--- src/rtl/core/text_console_cursor_buffer_top_macros.svh ---
// ----------------------------------------------------------------------------
// Assertion macros for the text console cursor buffer
// Simulation builds get concurrent assertions; synthesis builds get nothing.
// ----------------------------------------------------------------------------
`ifndef TEXT_CONSOLE_CURSOR_BUFFER_TOP_MACROS_SVH
`define TEXT_CONSOLE_CURSOR_BUFFER_TOP_MACROS_SVH

`ifndef SYNTHESIS
`define TCCB_ASSERT_SAME(label, clk, rst_n, ante, cons) \
    label: assert property (@(posedge clk) disable iff (!rst_n) (ante) |-> (cons)) \
        else $error("assertion failed");
`define TCCB_ASSERT_NEXT(label, clk, rst_n, ante, cons) \
    label: assert property (@(posedge clk) disable iff (!rst_n) (ante) |=> (cons)) \
        else $error("assertion failed");
`else
`define TCCB_ASSERT_SAME(label, clk, rst_n, ante, cons)
`define TCCB_ASSERT_NEXT(label, clk, rst_n, ante, cons)
`endif

`endif

--- src/rtl/core/tccb_pkg.sv ---
// ----------------------------------------------------------------------------
// Text console cursor buffer package
// Shared constants, character codes and controller/datapath interface types.
// ----------------------------------------------------------------------------
package tccb_pkg;

    localparam int DEF_COLS = 80;
    localparam int DEF_ROWS = 25;

    localparam int CHAR_W = 8;
    localparam int ROW_W  = 5;
    localparam int COL_W  = 7;

    localparam logic [CHAR_W-1:0] CH_LF = 8'd10;
    localparam logic [CHAR_W-1:0] CH_CR = 8'd13;

    localparam logic REQ_PUT  = 1'b0;
    localparam logic REQ_READ = 1'b1;

    typedef struct packed {
        logic latch;
        logic exec;
        logic clr_en;
        logic clr_all;
    } t_dp_cmd;

    typedef struct packed {
        logic scroll;
        logic clr_last;
    } t_dp_sts;

endpackage

--- src/rtl/core/tccb_ctrl.sv ---
// ----------------------------------------------------------------------------
// Text console cursor buffer controller
// Sequences the store clear, request execution, row clear and result strobe.
// ----------------------------------------------------------------------------
`include "text_console_cursor_buffer_top_macros.svh"

module tccb_ctrl (
    input  logic              i_clk,
    input  logic              i_rst_n,
    input  logic              start,
    output logic              busy,
    output logic              o_valid,
    output tccb_pkg::t_dp_cmd o_cmd,
    input  tccb_pkg::t_dp_sts i_sts
);
    import tccb_pkg::*;

    typedef enum logic [2:0] {
        S_CLR_ALL,
        S_IDLE,
        S_EXEC,
        S_CLR_ROW,
        S_DONE
    } t_state;

    t_state r_state, n_state;
    logic   r_busy;
    logic   r_valid;

    always_comb begin
        n_state       = r_state;
        o_cmd.latch   = 1'b0;
        o_cmd.exec    = 1'b0;
        o_cmd.clr_en  = 1'b0;
        o_cmd.clr_all = 1'b0;
        case (r_state)
            S_CLR_ALL: begin
                o_cmd.clr_en  = 1'b1;
                o_cmd.clr_all = 1'b1;
                if (i_sts.clr_last) begin
                    n_state = S_IDLE;
                end
            end
            S_IDLE: begin
                if (start) begin
                    o_cmd.latch = 1'b1;
                    n_state     = S_EXEC;
                end
            end
            S_EXEC: begin
                o_cmd.exec = 1'b1;
                n_state    = i_sts.scroll ? S_CLR_ROW : S_DONE;
            end
            S_CLR_ROW: begin
                o_cmd.clr_en = 1'b1;
                if (i_sts.clr_last) begin
                    n_state = S_DONE;
                end
            end
            S_DONE: begin
                n_state = S_IDLE;
            end
            default: begin
                n_state = S_IDLE;
            end
        endcase
    end

    always_ff @(posedge i_clk) begin
        if (!i_rst_n) begin
            r_state <= S_CLR_ALL;
            r_busy  <= 1'b1;
            r_valid <= 1'b0;
        end else begin
            r_state <= n_state;
            r_busy  <= (n_state != S_IDLE);
            r_valid <= (n_state == S_DONE);
        end
    end

    assign busy    = r_busy;
    assign o_valid = r_valid;

    `TCCB_ASSERT_NEXT(a_valid_one_cycle, i_clk, i_rst_n, r_valid, !r_valid)
    `TCCB_ASSERT_NEXT(a_idle_after_result, i_clk, i_rst_n, r_valid, !r_busy)
    `TCCB_ASSERT_NEXT(a_accept_executes, i_clk, i_rst_n, start && !r_busy, r_state == S_EXEC)
    `TCCB_ASSERT_SAME(a_busy_matches_state, i_clk, i_rst_n, 1'b1, r_busy == (r_state != S_IDLE))

endmodule

--- config.mk ---
export PLATFORM = sky130hd
export DESIGN_NAME = tccb_ctrl
export DESIGN_NICKNAME = d
export VERILOG_FILES = /design/src/rtl/core/tccb_pkg.sv /design/src/rtl/core/tccb_ctrl.sv
export VERILOG_INCLUDE_DIRS = /design/src /design/src/rtl/core
export SDC_FILE = /design/constraint.sdc
export NUM_CORES = 1
export LEC_CHECK = 0
export ABC_CLOCK_PERIOD_IN_PS = 1700
export BUFFER_PORTS_ARGS = -buffer_cell sky130_fd_sc_hd__buf_2
export CAP_MARGIN = 20
export CORE_AREA = 2 2 39 41
export DETAILED_ROUTE_END_ITERATION = 7
export DIE_AREA = 0 0 41 43
export HOLD_SLACK_MARGIN = 0.03
export PLACE_DENSITY = 0.45
export SLEW_MARGIN = 10
export SYNTH_ARGS = -nofsm -noshare
export SYNTH_HDL_FRONTEND = slang
export SYNTH_SLANG_ARGS = --single-unit
--- constraint.sdc ---
create_clock -name i_clk -period 1.7 [get_ports i_clk]
set_input_delay 0.17 -clock i_clk [delete_from_list [all_inputs] [get_ports i_clk]]
set_output_delay 0.17 -clock i_clk [all_outputs]
set_load 0.02 [all_outputs]
==> results.yml <==
status:
  status: "finished, final reports clean"
routing:
  drc: 0
  vias_per_cell: 3.96
  detail-route-antenna-nets: 0
  drtPass1Iterations: 2
  wl_um: 467
  drt_iter0_markers: 6
  wl_per_cell_um: 8.49
  via_count: 218
yosys:
  ys_warn_count: 0
  synth_area_um2: 275
  ys_seq_area_frac: 0.364
  syn-num-nets: 32
  ys_ff_latch: 5
  synthCells: 27
  synth_cell_types: 17
  avgSynthCellArea_um2: 10.2
global_routing:
  grt_pass1_wl_um: 717
  grt_pass1_vias: 185
  grt_use_total: 0.0683
  antenna_found_initial: 0
  overflow: 0
  grt_max_degree: 10
layout:
  syn_to_final_growth_pct: 29.1
  fillers: 149
  fin_util: 0.257
  diodes: 0
  ff_latch_area_um2: 100
  nNetsFinal: 45
  design_area_um2: 355
  drive_gt1_frac: 0.487
  multi_input_area_um2: 151
critical_path:
  crit_type: "reg -> out"
  critPathMaxFanout: 8
  ff2ff_path_depth: 2
  arrival_ps: 1360
  worstPathRequired_ps: 1530
  critPathSlowestCell: "dfxtp_1"
  end_kind: "output pin"
  regToRegStartpoint: "r_state[0]$_SDFF_PN0_"
  timing.rr.end: "r_state[2]$_SDFF_PN0_"
  rrSetupSlack_ps: 540
  crit_chain: "nor2b_1 > and2b_2 > buf_2"
  cp_slowest_stage_delay_ps: 490
  crit_path_start_kind: "register"
clocking:
  cts-resized-gates: 0
  cts.htree.levels: 1
  path_clk_slew_ps: 50
  clk_latency_ps: 240
  cts_tree: "done"
  cts_buffers: 3
  cts-root-buf: "clkbuf_4"
  cts_setup_buffers: 0
  hold_buffers: 0
  cts_sinks: 5
  ctsLongestPathBuffers: 2
pwr:
  clock_power_share: 0.366
  pwr-share-comb: 0.252
  powerDensity_nw_per_um2: 1050
  ir_drop_v: 0.000410
  sw_frac_of_total: 0.312
  seqPwrFrac: 0.383
  power_leakage_nw: 0.161
  p_sw_mw: 0.116
  p_int_mw: 0.257
floorplanning:
  die_y_um: 43
  die-area_um2: 1760
  start_util: 0.199
  die_w_um: 41
  rows: 14
  pin_count: 11
  core_um2: 1380
timing:
  final.setup.tns_ps: 0
  slew_headroom: 0.766
  hold_viol_final: 0
  rsz0062_at_grt: "false"
  fmax_mhz: 652
  fin_hold_ws_ps: 140
  setup_viol: 0
  fin_worst_skew_ps: 5.27
  worst_slew_pin_slew_ps: 351
  fin_crit_sh: 0.903
  slew_viol_final: 0
  setup_slack_ps: 165
  fin_crit_ps: 1530
hold_path:
  holdPathStages: 2
  hold_path_class: "in -> reg"
  worstHoldStart: "i_rst_n"
  hold_end: "busy$_SDFF_PN1_"
place:
  globalplace.congestion: 0.717
  placed_cell_area_um2: 329
  io_buffers: 10
  place_ws_ps: 411
job:
  max-cap-violations: 0
==> layer usage <==
| metal | track usage | share of wire |
|---|---|---|
| met5 | 0 | 0 |
| met4 | 0.0200 | 0 |
| met3 | 0.0942 | 0.11 |
| met2 | 0.0750 | 0.40 |
| met1 | 0.0740 | 0.49 |
==> synthesized netlist by cell type <==
cell type  n  area, um^2
dfxtp_1    5         100
a21oi_1    1        5.00
nor2b_1    1        6.26
inv_1      2        7.51
mux2i_4    1        22.5
nand2_1    1        3.75
xor2_1     1        8.76
and3_2     2        15.0
a2111oi_4  1        27.5
nor3_1     2        10.0
nor2_1     3        11.3
and2b_2    1        8.76
o21ai_0    2        10.0
a221oi_2   1        15.0
buf_2      1        5.00
a211oi_1   1        7.51
buf_6      1        11.3
==> sequential cells by signal (all words and copies together) (netlist names) <==
| name | flops |
|---|---|
| busy | 1 |
| r_state | 3 |
| o_valid | 1 |
==> cell type report <==
cell class | count | area share
Timing Repair Buffer | 10 | 0.141
Multi-Input combinational cell | 18 | 0.426
Tap cell | 16 | 0.0563
Inverter | 2 | 0.0211
Sequential cell | 5 | 0.282
Clock buffer | 4 | 0.0739
==> worst max path at each step <==
| stage | startpoint | to | slack (ps) | cells after the start |
|---|---|---|---|---|
| finish | r_state[1]$_SDFF_PN0_ | o_cmd[2] | 170 | 3 |
| floorplan | r_state[0]$_SDFF_PN0_ | o_cmd[3] | 580 | 3 |
| global placement | r_state[1]$_SDFF_PN0_ | o_cmd[2] | 380 | 3 |
| detailed placement | r_state[1]$_SDFF_PN0_ | o_cmd[2] | 410 | 3 |
| CTS | r_state[1]$_SDFF_PN0_ | o_cmd[2] | 150 | 3 |
| global route | r_state[1]$_SDFF_PN0_ | o_cmd[2] | 60 | 3 |
==> metrics by stage <==
step,power [mW],instances
2_1_floorplan,0.219,27
3_3_place_gp,0.241,51
3_5_place_dp,0.240,51
4_1_cts,0.382,55
5_1_grt,0.403,55
6_report,0.373,55
==> critical path: cells and delay by family, from the launching register on <==
kind          cells  cell delay, ps
buf+inv           1             150
flops             1             490
simple gates      2             490
==> power groups by stage <==
| stage | combinational, mW | clock [mW] | sequential, mW |
|---|---|---|---|
| after global routing | 0.102 | 0.156 | 0.145 |
| final | 0.0939 | 0.137 | 0.143 |
| after CTS | 0.0954 | 0.144 | 0.143 |
| after detailed placement | 0.0948 | 0 | 0.145 |
| after global placement | 0.0952 | 0 | 0.146 |
| after floorplan | 0.0821 | 0 | 0.137 |
==> layout by cell type, fill, tap and decap left out <==
cell       count
a2111oi_4      1
a211oi_1       1
a21oi_1        1
a221oi_2       1
and2b_2        1
and3_2         2
buf_2         10
clkbuf_1       1
clkbuf_4       3
dfxtp_1        5
inv_1          2
mux2i_4        1
nand2_1        1
nor2_1         3
nor2b_1        1
nor3_1         2
o21ai_0        2
xor2_1         1
==> cell families (layout without fill, tap and decap cells) <==
logic type,Yosys count,after routing,synth area share
simple gates,10,10,0.200
compound gates,6,6,0.236
flops,5,5,0.364
buf+inv,4,16,0.0864
xor+xnor,1,1,0.0318
mux,1,1,0.0818
(Power assumes the default switching activity.)
